File: src/design/cdt_pkg.sv
`timescale 1ns / 1ps
// ----------------------------------------------------------------------------
// Countdown timer and stopwatch package
// Command word passed from the front end to the execution unit, key classes
// and fixed constants shared by the modules of the block.
// ----------------------------------------------------------------------------
package cdt_pkg;

  localparam int ENTRY_DIGITS = 6;

  localparam logic [15:0] TPS_RESET = 16'd31;

  // ASCII key codes
  localparam logic [7:0] KEY_CODE_ZERO   = 8'h30;
  localparam logic [7:0] KEY_CODE_NINE   = 8'h39;
  localparam logic [7:0] KEY_CODE_CLEAR  = 8'h43;
  localparam logic [7:0] KEY_CODE_SLASH  = 8'h2F;
  localparam logic [7:0] KEY_CODE_EQUALS = 8'h3D;
  localparam logic [7:0] KEY_CODE_NOKEY  = 8'h4E;

  // Input action codes
  localparam logic [1:0] ACT_TICK  = 2'd0;
  localparam logic [1:0] ACT_TIMER = 2'd1;
  localparam logic [1:0] ACT_WATCH = 2'd2;

  typedef enum logic [1:0] {
    CMD_TICK      = 2'd0,
    CMD_TIMER_KEY = 2'd1,
    CMD_WATCH_KEY = 2'd2,
    CMD_IDLE      = 2'd3
  } cmd_kind_t;

  typedef enum logic [2:0] {
    KEY_DIGIT  = 3'd0,
    KEY_CLEAR  = 3'd1,
    KEY_START  = 3'd2,
    KEY_RESET  = 3'd3,
    KEY_NONE   = 3'd4,
    KEY_OTHER  = 3'd5
  } key_class_t;

  typedef struct packed {
    cmd_kind_t  kind;
    key_class_t key;
    logic [3:0] digit;
  } cmd_t;

  localparam int CMD_W = $bits(cmd_t);

endpackage

File: src/design/cdt_front.sv
`timescale 1ns / 1ps
// ----------------------------------------------------------------------------
// Input classifier
// Turns an incoming word (action and ASCII key) into a compact command for
// the execution unit.
// ----------------------------------------------------------------------------
module cdt_front (
  input  logic [1:0]    action,
  input  logic [7:0]    key_code,
  output cdt_pkg::cmd_t cmd
);

  always_comb begin
    cmd.digit = 4'(key_code - cdt_pkg::KEY_CODE_ZERO);

    unique case (action)
      cdt_pkg::ACT_TICK:  cmd.kind = cdt_pkg::CMD_TICK;
      cdt_pkg::ACT_TIMER: cmd.kind = cdt_pkg::CMD_TIMER_KEY;
      cdt_pkg::ACT_WATCH: cmd.kind = cdt_pkg::CMD_WATCH_KEY;
      default:            cmd.kind = cdt_pkg::CMD_IDLE;
    endcase

    if (key_code >= cdt_pkg::KEY_CODE_ZERO && key_code <= cdt_pkg::KEY_CODE_NINE) begin
      cmd.key = cdt_pkg::KEY_DIGIT;
    end else if (key_code == cdt_pkg::KEY_CODE_CLEAR) begin
      cmd.key = cdt_pkg::KEY_CLEAR;
    end else if (key_code == cdt_pkg::KEY_CODE_SLASH) begin
      cmd.key = cdt_pkg::KEY_START;
    end else if (key_code == cdt_pkg::KEY_CODE_EQUALS) begin
      cmd.key = cdt_pkg::KEY_RESET;
    end else if (key_code == cdt_pkg::KEY_CODE_NOKEY) begin
      cmd.key = cdt_pkg::KEY_NONE;
    end else begin
      cmd.key = cdt_pkg::KEY_OTHER;
    end
  end

endmodule

File: src/design/cdt_queue.sv
`timescale 1ns / 1ps
// ----------------------------------------------------------------------------
// Command queue
// Small first-in first-out buffer of commands between the classifier and
// the execution unit.
// ----------------------------------------------------------------------------
module cdt_queue #(
  parameter int DEPTH = 2
) (
  input  logic          clk,
  input  logic          rst,
  input  logic          push,
  input  cdt_pkg::cmd_t push_cmd,
  output logic          full,
  input  logic          pop,
  output logic          not_empty,
  output cdt_pkg::cmd_t head_cmd
);

  localparam int PTR_W = (DEPTH > 1) ? $clog2(DEPTH) : 1;
  localparam int CNT_W = $clog2(DEPTH + 1);
  localparam logic [PTR_W-1:0] LAST = PTR_W'(DEPTH - 1);
  localparam logic [CNT_W-1:0] FULL_COUNT = CNT_W'(DEPTH);

  cdt_pkg::cmd_t entries [DEPTH];
  logic [PTR_W-1:0] wr_ptr;
  logic [PTR_W-1:0] rd_ptr;
  logic [CNT_W-1:0] count;

  assign full      = (count == FULL_COUNT);
  assign not_empty = (count != '0);
  assign head_cmd  = entries[rd_ptr];

  always_ff @(posedge clk) begin
    if (push) begin
      entries[wr_ptr] <= push_cmd;
    end
    if (rst) begin
      wr_ptr <= '0;
      rd_ptr <= '0;
      count  <= '0;
    end else begin
      if (push) begin
        wr_ptr <= (wr_ptr == LAST) ? '0 : wr_ptr + 1'b1;
      end
      if (pop) begin
        rd_ptr <= (rd_ptr == LAST) ? '0 : rd_ptr + 1'b1;
      end
      if (push && !pop) begin
        count <= count + 1'b1;
      end else if (pop && !push) begin
        count <= count - 1'b1;
      end
    end
  end

endmodule

File: src/design/cdt_back.sv
`timescale 1ns / 1ps
// ----------------------------------------------------------------------------
// Execution unit
// Holds the prescaler, the timer and stopwatch state and the output word
// register. Executes one queued command per cycle unless the output stalls.
// ----------------------------------------------------------------------------
module cdt_back (
  input  logic          clk,
  input  logic          rst,
  input  logic          cfg_wr_en,
  input  logic [15:0]   cfg_wr_data,
  input  logic          cmd_valid,
  input  cdt_pkg::cmd_t cmd,
  output logic          cmd_pop,
  output logic          out_valid,
  input  logic          out_ready,
  output logic [47:0]   out_data
);

  localparam int ND = cdt_pkg::ENTRY_DIGITS;

  typedef enum logic [1:0] {
    PH_SETTING = 2'd0,
    PH_RUNNING = 2'd1,
    PH_PAUSED  = 2'd2,
    PH_RINGING = 2'd3
  } timer_phase_t;

  typedef enum logic [1:0] {
    W_OFF    = 2'd0,
    W_ON     = 2'd1,
    W_PAUSED = 2'd2
  } watch_phase_t;

  logic [15:0]  tps;
  logic [15:0]  prescale, prescale_next, prescale_inc;
  logic [3:0]   digits [ND];
  logic [3:0]   digits_next [ND];
  timer_phase_t t_phase, t_phase_next;
  watch_phase_t w_phase, w_phase_next;
  // Remaining time is kept already split into hours, minutes and seconds.
  logic [6:0]   t_hrs, t_hrs_next, t_hrs_dec;
  logic [5:0]   t_min, t_min_next, t_min_dec;
  logic [5:0]   t_sec, t_sec_next, t_sec_dec;
  logic [6:0]   w_hrs, w_hrs_next;
  logic [5:0]   w_min, w_min_next;
  logic [5:0]   w_sec, w_sec_next;
  logic         second;

  logic [6:0]   ld_hh, ld_mm, ld_ss, ld_mm_c, ld_hrs;
  logic [5:0]   ld_min, ld_sec;
  logic         ld_s_carry, ld_m_carry, entry_nonzero;
  logic [6:0]   disp_h, disp_m, disp_s;

  function automatic logic [6:0] pair(input logic [3:0] hi, input logic [3:0] lo);
    return {hi, 3'b000} + {2'b00, hi, 1'b0} + {3'b000, lo};
  endfunction

  assign cmd_pop = cmd_valid && (!out_valid || out_ready);

  // Loading the entered digits: each field is at most 99, so a single
  // compare and subtract per field normalises seconds and minutes.
  always_comb begin
    ld_hh = pair(digits[0], digits[1]);
    ld_mm = pair(digits[2], digits[3]);
    ld_ss = pair(digits[4], digits[5]);
    ld_s_carry = (ld_ss >= 7'd60);
    ld_sec  = ld_s_carry ? 6'(ld_ss - 7'd60) : ld_ss[5:0];
    ld_mm_c = ld_mm + {6'd0, ld_s_carry};
    ld_m_carry = (ld_mm_c >= 7'd60);
    ld_min  = ld_m_carry ? 6'(ld_mm_c - 7'd60) : ld_mm_c[5:0];
    ld_hrs  = ld_hh + {6'd0, ld_m_carry};
    entry_nonzero = 1'b0;
    for (int i = 0; i < ND; i++) begin
      entry_nonzero = entry_nonzero | (digits[i] != 4'd0);
    end
  end

  always_comb begin
    t_sec_dec = t_sec;
    t_min_dec = t_min;
    t_hrs_dec = t_hrs;
    if (t_sec != 6'd0) begin
      t_sec_dec = t_sec - 1'b1;
    end else if (t_min != 6'd0) begin
      t_min_dec = t_min - 1'b1;
      t_sec_dec = 6'd59;
    end else if (t_hrs != 7'd0) begin
      t_hrs_dec = t_hrs - 1'b1;
      t_min_dec = 6'd59;
      t_sec_dec = 6'd59;
    end
  end

  always_comb begin
    prescale_next = prescale;
    digits_next   = digits;
    t_phase_next  = t_phase;
    w_phase_next  = w_phase;
    t_hrs_next    = t_hrs;
    t_min_next    = t_min;
    t_sec_next    = t_sec;
    w_hrs_next    = w_hrs;
    w_min_next    = w_min;
    w_sec_next    = w_sec;
    second        = 1'b0;
    prescale_inc  = prescale + 1'b1;

    case (cmd.kind)
      cdt_pkg::CMD_TICK: begin
        if (prescale_inc >= tps) begin
          prescale_next = '0;
          second = 1'b1;
        end else begin
          prescale_next = prescale_inc;
        end
      end
      cdt_pkg::CMD_TIMER_KEY: begin
        unique case (t_phase)
          PH_SETTING: begin
            case (cmd.key)
              cdt_pkg::KEY_DIGIT: begin
                for (int i = 0; i < ND - 1; i++) begin
                  digits_next[i] = digits[i+1];
                end
                digits_next[ND-1] = cmd.digit;
              end
              cdt_pkg::KEY_CLEAR: begin
                for (int i = 0; i < ND; i++) begin
                  digits_next[i] = 4'd0;
                end
              end
              cdt_pkg::KEY_START: begin
                t_hrs_next = ld_hrs;
                t_min_next = ld_min;
                t_sec_next = ld_sec;
                if (entry_nonzero) begin
                  prescale_next = '0;
                  t_phase_next  = PH_RUNNING;
                end
              end
              default: ;
            endcase
          end
          PH_RUNNING, PH_PAUSED: begin
            if (cmd.key == cdt_pkg::KEY_START) begin
              t_phase_next = (t_phase == PH_RUNNING) ? PH_PAUSED : PH_RUNNING;
            end else if (cmd.key == cdt_pkg::KEY_RESET) begin
              t_phase_next = PH_SETTING;
              t_hrs_next = '0;
              t_min_next = '0;
              t_sec_next = '0;
              for (int i = 0; i < ND; i++) begin
                digits_next[i] = 4'd0;
              end
            end
          end
          default: begin
            // Ringing: any real key dismisses the alarm.
            if (cmd.key != cdt_pkg::KEY_NONE) begin
              t_phase_next = PH_SETTING;
              t_hrs_next = '0;
              t_min_next = '0;
              t_sec_next = '0;
              for (int i = 0; i < ND; i++) begin
                digits_next[i] = 4'd0;
              end
            end
          end
        endcase
      end
      cdt_pkg::CMD_WATCH_KEY: begin
        if (cmd.key == cdt_pkg::KEY_START) begin
          w_phase_next = (w_phase == W_ON) ? W_PAUSED : W_ON;
        end else if (cmd.key == cdt_pkg::KEY_RESET) begin
          w_phase_next = W_OFF;
          w_hrs_next = '0;
          w_min_next = '0;
          w_sec_next = '0;
        end
      end
      default: ;
    endcase

    if (second) begin
      if (t_phase == PH_RUNNING) begin
        t_hrs_next = t_hrs_dec;
        t_min_next = t_min_dec;
        t_sec_next = t_sec_dec;
        if (t_hrs_dec == 7'd0 && t_min_dec == 6'd0 && t_sec_dec == 6'd0) begin
          t_phase_next = PH_RINGING;
        end
      end
      // The stopwatch holds at 99:59:59.
      if (w_phase == W_ON && !(w_hrs == 7'd99 && w_min == 6'd59 && w_sec == 6'd59)) begin
        if (w_sec != 6'd59) begin
          w_sec_next = w_sec + 1'b1;
        end else begin
          w_sec_next = '0;
          if (w_min != 6'd59) begin
            w_min_next = w_min + 1'b1;
          end else begin
            w_min_next = '0;
            w_hrs_next = w_hrs + 1'b1;
          end
        end
      end
    end

    if (t_phase_next == PH_SETTING) begin
      disp_h = pair(digits_next[0], digits_next[1]);
      disp_m = pair(digits_next[2], digits_next[3]);
      disp_s = pair(digits_next[4], digits_next[5]);
    end else begin
      disp_h = t_hrs_next;
      disp_m = {1'b0, t_min_next};
      disp_s = {1'b0, t_sec_next};
    end
  end

  always_ff @(posedge clk) begin
    if (cmd_pop) begin
      out_data <= {3'b000, w_phase_next, w_sec_next, w_min_next, w_hrs_next,
                   (t_phase_next == PH_RINGING), t_phase_next, disp_s, disp_m, disp_h};
    end
    if (rst) begin
      tps       <= cdt_pkg::TPS_RESET;
      prescale  <= '0;
      t_phase   <= PH_SETTING;
      w_phase   <= W_OFF;
      t_hrs     <= '0;
      t_min     <= '0;
      t_sec     <= '0;
      w_hrs     <= '0;
      w_min     <= '0;
      w_sec     <= '0;
      out_valid <= 1'b0;
      for (int i = 0; i < ND; i++) begin
        digits[i] <= 4'd0;
      end
    end else begin
      if (cfg_wr_en) begin
        tps <= cfg_wr_data;
      end
      if (cmd_pop) begin
        prescale  <= prescale_next;
        digits    <= digits_next;
        t_phase   <= t_phase_next;
        w_phase   <= w_phase_next;
        t_hrs     <= t_hrs_next;
        t_min     <= t_min_next;
        t_sec     <= t_sec_next;
        w_hrs     <= w_hrs_next;
        w_min     <= w_min_next;
        w_sec     <= w_sec_next;
        out_valid <= 1'b1;
      end else if (out_ready) begin
        out_valid <= 1'b0;
      end
    end
  end

endmodule

File: src/design/countdown_timer_with_stopwatch.sv
`timescale 1ns / 1ps
// ----------------------------------------------------------------------------
// Countdown timer and stopwatch
// Keypad-driven countdown timer and up-counting stopwatch sharing one
// seconds prescaler.
// ----------------------------------------------------------------------------
// Every word on the slave stream is either a raw prescaler tick (tuser 0), a
// key for the countdown timer (tuser 1) or a key for the stopwatch (tuser 2);
// tdata carries the ASCII key code. Every accepted word produces exactly one
// word on the master stream with both displays, the two modes and the buzzer.
// The user must write the seconds divider through cfg_wr_en/cfg_wr_data only
// while the block is idle; the block does not enforce this. It resets to 31
// ticks per second. Accepted words are classified and held in a short command
// queue; the execution unit takes one command per cycle while the output is
// not stalled, so words may then arrive on every clock. Each result passes
// through the queue and the output register before it is valid on the master
// stream. When the receiver stalls, the output register holds its word and
// the queue fills; tready falls only when the queue is full, and rises again
// once a command is popped after the output word is taken. Synchronous reset
// clears prescaler, digits, counts and modes and empties queue and output.
// ----------------------------------------------------------------------------
module countdown_timer_with_stopwatch #(
  parameter int QUEUE_DEPTH = 2
) (
  input  logic        clk,
  input  logic        rst,
  input  logic        cfg_wr_en,
  input  logic [15:0] cfg_wr_data,
  input  logic        s_axis_tvalid,
  output logic        s_axis_tready,
  input  logic [7:0]  s_axis_tdata,  // [7:0] key_code
  input  logic [1:0]  s_axis_tuser,  // [1:0] action
  output logic        m_axis_tvalid,
  input  logic        m_axis_tready,
  // [6:0] timer_hours, [13:7] timer_minutes, [20:14] timer_secs,
  // [22:21] timer_mode, [23] buzzer_on, [30:24] watch_hours,
  // [36:31] watch_minutes, [42:37] watch_secs, [44:43] watch_mode
  output logic [47:0] m_axis_tdata
);

  cdt_pkg::cmd_t in_cmd;
  cdt_pkg::cmd_t head_cmd;
  logic          q_full;
  logic          q_not_empty;
  logic          q_pop;

  assign s_axis_tready = !q_full;

  cdt_front u_front (
    .action   (s_axis_tuser),
    .key_code (s_axis_tdata),
    .cmd      (in_cmd)
  );

  cdt_queue #(
    .DEPTH (QUEUE_DEPTH)
  ) u_queue (
    .clk       (clk),
    .rst       (rst),
    .push      (s_axis_tvalid && s_axis_tready),
    .push_cmd  (in_cmd),
    .full      (q_full),
    .pop       (q_pop),
    .not_empty (q_not_empty),
    .head_cmd  (head_cmd)
  );

  cdt_back u_back (
    .clk         (clk),
    .rst         (rst),
    .cfg_wr_en   (cfg_wr_en),
    .cfg_wr_data (cfg_wr_data),
    .cmd_valid   (q_not_empty),
    .cmd         (head_cmd),
    .cmd_pop     (q_pop),
    .out_valid   (m_axis_tvalid),
    .out_ready   (m_axis_tready),
    .out_data    (m_axis_tdata)
  );

endmodule
File: config.mk
export PLATFORM = sky130hd
export DESIGN_NAME = countdown_timer_with_stopwatch
export DESIGN_NICKNAME = d
export VERILOG_FILES = /design/src/design/cdt_pkg.sv /design/src/design/cdt_front.sv /design/src/design/cdt_queue.sv /design/src/design/cdt_back.sv /design/src/design/countdown_timer_with_stopwatch.sv
export SDC_FILE = /design/constraint.sdc
export NUM_CORES = 1
export LEC_CHECK = 0
export BUFFER_PORTS_ARGS = -buffer_cell sky130_fd_sc_hd__buf_2
export CAP_MARGIN = 20
export CORE_UTILIZATION = 35
export CTS_CLUSTER_SIZE = 12
export DETAILED_ROUTE_END_ITERATION = 8
export SYNTH_ARGS = -nofsm -noshare
export SYNTH_HDL_FRONTEND = slang
export SYNTH_SLANG_ARGS = --single-unit
File: constraint.sdc
create_clock -name clk -period 8.75 [get_ports clk]
set_clock_uncertainty 0.15 [all_clocks]
set_input_delay 0.4375 -clock clk [delete_from_list [all_inputs] [get_ports clk]]
set_output_delay 0.4375 -clock clk [all_outputs]
set_load 0.02 [all_outputs]
Word level (Yosys, flattened, before mapping)
Memory sizes are Yosys's and may differ from the RTL's. A register that Yosys moved wholly into a read port is not among the register bits.
Index checks and enable logic that the tools add are counted.
Widths: inputs -> output; s select.

word-level totals
  register bits = 148
  bits in latches = 0
  RAM bits = 18
  bits in read-only memories = 0
  input port bits = 31
  output and inout bits = 50
  word-level logic and storage cells = 227
  memories = 1

operators by class
  $add $sub $neg = 28
  multiply operators = 0
  divide/modulo/power cells = 0
  $lt $le $gt $ge = 5
  equality and inequality tests = 25
  shift operators = 0
  mux-type cells = 102
  bitwise operators = 5
  reduce and logical (&&, ||, !) cells = 39

memories
  name             depth  width  read ports  clocked after memory_dff  wr ports  line             RTL
  u_queue.entries  2      9      1           1                         1         cdt_queue.sv:25  cdt_pkg::cmd_t entries [DEPTH];

operator list
  cell                   count
  $mux 6                 37
  $mux 7                 18
  $mux 24                4
  $pmux 24 s2            2
  $mux 16                4
  $add 7x4->7            6
  $add 7x5->7            6
  $mux 2                 16
  $pmux 16 s2            1
  $pmux 6 s2             2
  $reduce_bool 4->1      6
  $add 16x1->16 const B  1
  $eq 8x6->1 const B     2
  $eq 8x7->1 const B     2
  $ge 16x16->1           1
  $add 7x1->7            2
  $ge 7x6->1 const B     2
  $pmux 7 s2             1
  $add 6x1->6 const B    2
  $eq 6x6->1 const B     2
  $logic_not 6->1        2
  $mux 3                 4
  $ne 6x6->1 const B     2
  $reduce_bool 6->1      2
  31 further kinds       77

Logic depth before layout (Yosys ltp)
Gate-level depths: netlist of run 1.

  depth in word-level cells = 15
  depth in mapped cells = 30

Cells and area by module
A second synthesis of run 1 with hierarchy kept.

second synthesis, totals
  cells, all modules = 1176
  area total of the unflattened synthesis = 10665.2 um2

modules (own cells, without submodules)
  module                          times used  cells each  area each (um2)
  cdt_back                        1           1104        9666.8
  cdt_queue                       1           50          857.1
  cdt_front                       1           20          131.4
  countdown_timer_with_stopwatch  1           2           10.0

Worst setup path after synthesis of run 1
No wires, ideal clock.

  path type = reg2reg
  start = reg u_back.digits[4] (netlist bit)
  end = reg u_back.out_data[5] (data pin)
  library setup time = 0.260 ns
  arrival time = 5.752 ns
  required time = 8.340 ns
  path slack = 2.588 ns
  cell stages (with the launch flop) = 29
  cells stage by stage = dfxtp_1 inv_1 fa_1 fa_1 inv_1 ha_1 nor3b_1 o21ai_0 o22ai_1 ha_1 ha_1 fa_1 xor2_1 ha_1 a22oi_1 nor3_1 a21boi_0 inv_1 ha_1 ha_1 inv_1 fa_1 inv_1 a21o_1 a21oi_1 xnor2_1 a22o_1 mux2_2 mux2_4

between the ends
  word-level cells in the longest chain between the ends = 12
  elaborated cells between the ends (all ways) = 23
  classes of those cells = add/sub (4); order compare (2); mux (13); bitwise (2); reduce/logical (2)

ends and longest elaborated chain
  element                                           line                              RTL
  from (decl)                                       cdt_back.sv:37                    logic [3:0] digits [ND];
  from (signal assigned)                            cdt_back.sv:247                   digits <= digits_next;
  $add 7x5->7 or $reduce_bool 4->1 (tied branches)  cdt_back.sv:56, cdt_back.sv:75
  $add 7x4->7 or $or 1x1->1 (tied branches)         cdt_back.sv:56, cdt_back.sv:75
  $ge 7x6->1 or $or 1x1->1 (tied branches)          cdt_back.sv:67, cdt_back.sv:75
  $add 7x1->7 or $mux 2 (tied branches)             cdt_back.sv:69, cdt_back.sv:137
  $ge 7x6->1 or $mux 2 (tied branches)              cdt_back.sv:70, cdt_back.sv:121
  $add 7x1->7 or $pmux 2 s2 (tied branches)         cdt_back.sv:72, cdt_back.sv:119
  $mux 7 or $mux 2 (tied branches)                  cdt_back.sv:121, cdt_back.sv:109
  $pmux 7 s2 or $mux 2 (tied branches)              cdt_back.sv:119, cdt_back.sv:190
  $mux 7 or $mux 2 (tied branches)                  cdt_back.sv:109, cdt_back.sv:186
  $mux 7 or $mux 2 (tied branches)                  cdt_back.sv:186, cdt_back.sv:185
  $mux 7 or $logic_not 2->1 (tied branches)         cdt_back.sv:185, cdt_back.sv:210
  $mux 7 *                                          cdt_back.sv:210                   if (t_phase_next == PH_SETTING) begin
  via u_back.disp_h[5]                              cdt_back.sv:53                    logic [6:0] disp_h, disp_m, disp_s;
  to (signal assigned)                              cdt_back.sv:223                   out_data <= {3'b000, w_phase_next, w_sec_next, w_min_next, w_hrs_next,
  to (decl)                                         cdt_back.sv:17                    output logic [47:0] out_data

Mark *: on every way through the listed nets, which the timed path passes. The rest lies on a longest branch.
A chain may end at the register's enable or synchronous reset.

Worst setup path after layout of run 1
Same ends and word-level chain as after synthesis.

==> qor.yml, run 1 <==
reg2reg_to: "u_back.out_data[5]"
yosysWarnings: 0
via_per_inst: 5.51
port_buffers: 77
grt_pass1_wl_mm: 44.2
clk_pin_slew_ps: 70
totalWireLength_mm: 27.1
clockRootBuffer: "clkbuf_16"
dr.first_iter.drc_count: 671
synth-edff-count: 63
hold_viol_final: 0
clock_latency_ps: 450
min_period_ps: 6670
power_density_nw_per_um2: 304
routedWlPerCell_um: 16.6
r2r_slack_ps: 2080
crit_family: "adder cells"
cts_hold_buf: 0
grt_pass1_vias: 8420
drt_pass1_iterations: 5
grtUsageMet2_pct: 27.6
crit_end: "u_back.out_data[5]"
dpl.hpwl_mm: 19.3
cpMaxStageDelayCell: "fa_1"
start_kind: "flop"
yosysSeqAreaShare_pct: 37.1
grt_usage_pct: 17.8
clock_sinks: 167
ctsHtreeMaxLevel: 4
async_flop_share_pct: 0
syn_area_um2: 10700
run_status: "finished clean"
cp_common_cell: "ha_1"
fin_setup_tns_ps: 0
vias: 9027
critPathLaunch: "u_back.digits[4]"
rsz0062_at_grt: "false"
die_h_um: 177
cp.arrival_ps: 6710
maxCapViolCount: 0
crit_required_ps: 8800
die_w_um: 177
antenna_found_initial: 0
worstSetupPathType: "reg2reg"
setup_ws_ps: 2080
clock_path_buffers: 2
hp-class: "in2reg"
grt_overflow: 0
drv_slew: 0
initial_core_util_pct: 35.9
cp_num_cells: 28
post_cts_buffers: 0
r2r_cells: 28
synthFlopType: "dfxtp_1"
fmax_mhz: 150
worstHoldStart: "s_axis_tuser[0]"
hold_depth: 1
drive_gt1_share_pct: 13.7
cp_slowest_stage_delay_ps: 570
ys_seq_elements: 167
crit_fanout: 7
synthesis.instances: 1189
tritoncts: "done"
tightestPinTransition_ps: 1000
ios: 81
post-route-period-util_pct: 76.2
diodes: 0
p_leak_nw: 4.97
busiest_layer: "met2"
syn_area_per_cell_um2: 9.02
worst_setup_path_end_kind: "flop"
die_area_um2: 31300
core_area_um2: 29900
nets: 1353
synth_cell_type_count: 81
post_cts_resized: 0
cts-buffers-inserted: 17
grt_max_degree: 84
route.detailed.drc: 0
rr_startpoint: "u_back.digits[4]"
cp.buffers_inverters: 5
grt_use_met1_pct: 25.1
ant_nets: 0
gp_congestion: 0.896
setup_violations: 0
dp_slack_ps: 2100
ir_drop_mv: 0.128
rows: 63
met3_usage_pct: 2.94
slew_headroom_pct: 33.3
area_growth_pct: 12.2
## per-stage QoR
step | power (mW) | utilization, % | area [um2] | hold slack, ps | cells
floorplan | 2.44 | - | 10700 | 294 | 1191
global placement | 2.86 | 38.2 | 11400 | 309 | 1605
detailed placement | 2.88 | 38.2 | 11400 | 326 | 1605
CTS | 3.67 | 40.2 | 12000 | 19.6 | 1637
global route | 3.91 | 40.3 | 12000 | 19.5 | 1638
finish | 3.65 | 40.3 | 12000 | 36.8 | 1638
## cells in the mapped netlist (all sizes together), types with 11 or more instances
master	count	area, um2
nor2	95	359
inv	68	255
buf	16	103
nand2	102	383
a21o	15	113
clkbuf	49	184
a22oi	29	218
and3	11	68.8
nand2b	16	100
nand4	12	90.1
dfxtp	104	2080
mux2	21	270
nor3b	14	105
a211oi	19	143
xnor2	24	210
mux2i	31	310
or3	12	75.1
nand3	32	173
xor2	16	140
nor4	14	115
nor3	23	115
a21oi	79	395
fa	12	240
o21ai	68	340
ha	75	938
a22o	13	114
a31oi	20	125
o211ai	21	158
edfxtp	63	1890
## layout make-up
| class | count | area [um2] |
|---|---|---|
| clock buffer | 17 | 425 |
| clock inverter | 15 | 181 |
| fill | 2923 | 17800 |
| inverter | 70 | 265 |
| multi-input combinational | 889 | 6210 |
| sequential | 167 | 3970 |
| tap | 390 | 488 |
| timing repair buffer | 90 | 483 |
## flip-flops by register name, summed over array words and instances, names as in the netlist, 6 cells and up, named ones only
name             cells
u_back.out_data     45
u_queue.entries     18
u_back.t_hrs         7
u_back.w_min         6
u_back.w_sec         6
u_back.w_hrs         7
u_back.t_sec         6
u_back.tps          16
u_back.prescale     16
u_back.digits       24
u_back.t_min         6
## power by group
| group | internal (mW) | switching (mW) |
|---|---|---|
| Sequential | 1.04 | 0.152 |
| Combinational | 0.602 | 1.08 |
| Clock | 0.410 | 0.372 |
## layer usage
metal	vias to the layer above	part of all wire [%]
li1	4465	-
met2	250	44
met4	0	1.7
met1	4282	49
met5	-	0
met3	30	4.9
## how the worst min path moves through the flow
stage | slack, ps | to
CTS | 20 | u_queue.entries[0][8]
finish | 40 | u_queue.entries[1][7]
global placement | 310 | u_back.w_phase[1]
detailed placement | 330 | u_back.tps[0]
floorplan | 290 | u_back.w_phase[1]
global route | 20 | u_queue.entries[0][8]
## cell families (layout without fill, tap and decap cells)
group	count (synthesis)	count (layout)	synth area share, %
and+or+nand+nor	378	378	18.0
AOI/OAI and AO/OA	329	329	20.1
DFF	167	167	37.1
buffers and inverters	135	192	5.12
adders and majority gates	87	87	11.0
muxes	52	52	5.42
xor gates and xnor gates	40	40	3.27
other	1	3	0.0350
## layout by cell type (no fill, tap or decap), drive strengths merged, types with 12 or more instances in the layout
cell / instances
dfxtp: 104
nand2: 102
nor2: 95
buf: 90
a21oi: 79
inv: 76
ha: 75
o21ai: 68
edfxtp: 63
nand3: 32
mux2i: 31
a22oi: 29
xnor2: 24
nor3: 23
o211ai: 21
mux2: 21
a31oi: 20
a211oi: 19
clkbuf: 17
nand2b: 16
xor2: 16
a21o: 15
nor3b: 14
nor4: 14
a22o: 13
or3: 12
fa: 12
nand4: 12
Power figures use the tool's default switching activity.
==> run 2, diff against run 1 <==
--- a/config.mk
+++ b/config.mk
@@ -5,6 +5,7 @@
 export SDC_FILE = /design/constraint.sdc
 export NUM_CORES = 1
 export LEC_CHECK = 0
+export ABC_AREA = 1
 export BUFFER_PORTS_ARGS = -buffer_cell sky130_fd_sc_hd__buf_2
 export CAP_MARGIN = 20
 export CORE_UTILIZATION = 35
==> constraint.sdc (replaced) <==
create_clock -name clk -period 6.69 [get_ports clk]
set_clock_uncertainty 0.15 [all_clocks]
set_input_delay 0.3345 -clock clk [delete_from_list [all_inputs] [get_ports clk]]
set_output_delay 0.3345 -clock clk [all_outputs]
set_load 0.02 [all_outputs]
==> run 2 against run 1 <==
Against the previous run: combinational power up 120%; total power up 79%; first-iteration DRC count up 20%; largest power group unchanged; highest routed layer unchanged.
==> qor.yml, run 2 <==
grt_overflow: 0
synthFlopType: "dfxtp_1"
diodes: 0
grt_max_degree: 88
largest_reg_flops: 45
die_h_um: 181
setup_violations: 0
slew_headroom_pct: 27.4
dpl.hpwl_mm: 21.7
vias: 10313
post-route-period-util_pct: 92.5
synth_area_leader_cell: "dfxtp_1"
final_cell_mix: "nand2_1, inv_1, o21ai_0"
grt_pass1_wl_mm: 48.5
clk_pin_slew_ps: 80
worst_setup_path_end_kind: "flop"
area_growth_pct: 12.7
ctsHtreeMaxLevel: 4
core_area_um2: 31600
run_status: "finished clean"
syn_area_per_cell_um2: 7.41
cpMaxStageDelayCell: "fa_1"
crit_required_ps: 6740
ir_drop_mv: 0.279
post-route-util_pct: 40.1
initial_core_util_pct: 35.6
grt_usage_pct: 18.5
synthesis.instances: 1520
nets: 1702
cp_slowest_stage_delay_ps: 560
ys_seq_elements: 167
drt_pass1_iterations: 5
min_period_ps: 6190
rr_startpoint: "u_back.digits[4]"
dr.first_iter.drc_count: 807
port_buffers: 77
r2r_slack_ps: 500
rsz0062_at_grt: "false"
ys_top_cells_by_area: "dfxtp_1, edfxtp_1, nand2_1, ha_1, inv_1"
yosysWarnings: 0
ant_nets: 0
routedWlPerCell_um: 15.0
cts-buffers-inserted: 17
clock_path_buffers: 2
crit_end: "u_back.out_data[5]"
clock_latency_ps: 450
drive_gt1_share_pct: 11.5
r2r_cells: 33
via_per_inst: 5.16
syn_area_um2: 11300
p_leak_nw: 6.09
antenna_found_initial: 0
tritoncts: "done"
clockRootBuffer: "clkbuf_16"
synth-edff-count: 63
critPathLaunch: "u_back.digits[4]"
route.detailed.drc: 0
async_flop_share_pct: 0
power_density_nw_per_um2: 514
clock_sinks: 167
netlist.area_leader.share_pct: 18.5
grt_pass1_vias: 9634
fin_setup_tns_ps: 0
synth_cell_type_count: 51
regMostFlops: "u_back.out_data"
fmax_mhz: 162
hold_viol_final: 0
start_kind: "flop"
drv_slew: 0
reg2reg_to: "u_back.out_data[5]"
synth_most_common_cell: "nand2_1"
ios: 81
reg_top3: "u_back.out_data x45, u_back.digits x24, u_queue.entries x18"
yosysSeqAreaShare_pct: 35.3
die_area_um2: 32900
worstSetupPathType: "reg2reg"
crit_fanout: 6
maxCapViolCount: 0
synth_commonest_cells: "nand2_1, inv_1, o21ai_0"
tightestPinTransition_ps: 1090
rows: 65
hp-class: "in2reg"
totalWireLength_mm: 29.9
gp_congestion: 0.890
die_w_um: 181
cp.arrival_ps: 6230
final_common_cell: "nand2_1"
-- run 2: where the power goes --
part / internal [mW] / leakage (nW) / switching, mW
Sequential: 1.53 / 1.46 / 0.222
Clock: 0.501 / 0.287 / 0.505
Combinational: 1.18 / 4.34 / 2.59
Total: 3.21 / 6.09 / 3.32
-- run 2: cell families after synthesis --
| kind of cell | count (synthesis) | share of synthesized area (%) |
|---|---|---|
| XOR/XNOR | 33 | 2.57 |
| other | 1 | 0.0333 |
| AO/OA/AOI/OAI | 347 | 17.2 |
| flip-flops | 167 | 35.3 |
| adder cells (fa/ha/maj) | 87 | 10.5 |
| AND/OR/NAND/NOR | 580 | 23.7 |
| buffers and inverters | 305 | 10.7 |
-- run 2: repair_timing --
action                                 CTS  global route
buffers inserted                         0             0
hold buffers                            14             0
setup endpoints to repair                0             1
resized for setup                        0             1
endpoints found under the hold margin   20             0
-- run 2: worst min-delay path by stage --
stage	start	to	slack, ps	depth (start not counted)
after global placement	u_queue.rd_ptr	flop	290	1
after floorplan	u_queue.rd_ptr	flop	280	1
after CTS	cfg_wr_data[15]	u_back.tps[15]	2	3
after detailed placement	u_queue.rd_ptr	flop	300	1
after global routing	cfg_wr_data[15]	u_back.tps[15]	50	3
final	cfg_wr_data[15]	u_back.tps[15]	20	3
-- run 2: routing by layer --
metal  share of wire, %  global-route usage (%)  up-vias
met4                2.0                    6.03        0
met5                  0                       0        -
met1                 47                    24.7     4838
met2                 46                    30.4      253
met3                5.0                    2.81       28
li1                   -                       -     5194
-- run 2: worst max-delay path: cells and delay by family, from the launching register on --
| kind | cells | cell delay, ps |
|---|---|---|
| AO/OA/AOI/OAI | 6 | 640 |
| XOR/XNOR | 2 | 360 |
| adder cells (fa/ha/maj) | 10 | 3120 |
| buffers and inverters | 5 | 400 |
| flip-flops | 1 | 360 |
| AND/OR/NAND/NOR | 10 | 920 |
-- run 2: through the flow --
stage	hold WS (ps)	power [mW]	cells	setup slack, ps	area (um2)
after CTS	2.40	6.55	1999	517	12700
after detailed placement	302	5.51	1953	538	12000
after floorplan	276	4.55	1522	1040	11300
after global placement	289	5.45	1952	674	12000
final	21.9	6.53	1999	503	12700
after global routing	51.3	7.12	1999	27.4	12700
-- run 2: area by class of cell --
class                      count  area, um2
clock inverter                15        160
multi-input combinational   1050       6110
tap                          402        503
sequential                   167       3970
timing repair buffer          98        586
inverter                     250        940
clock buffer                  17        425
fill                        3235      18900
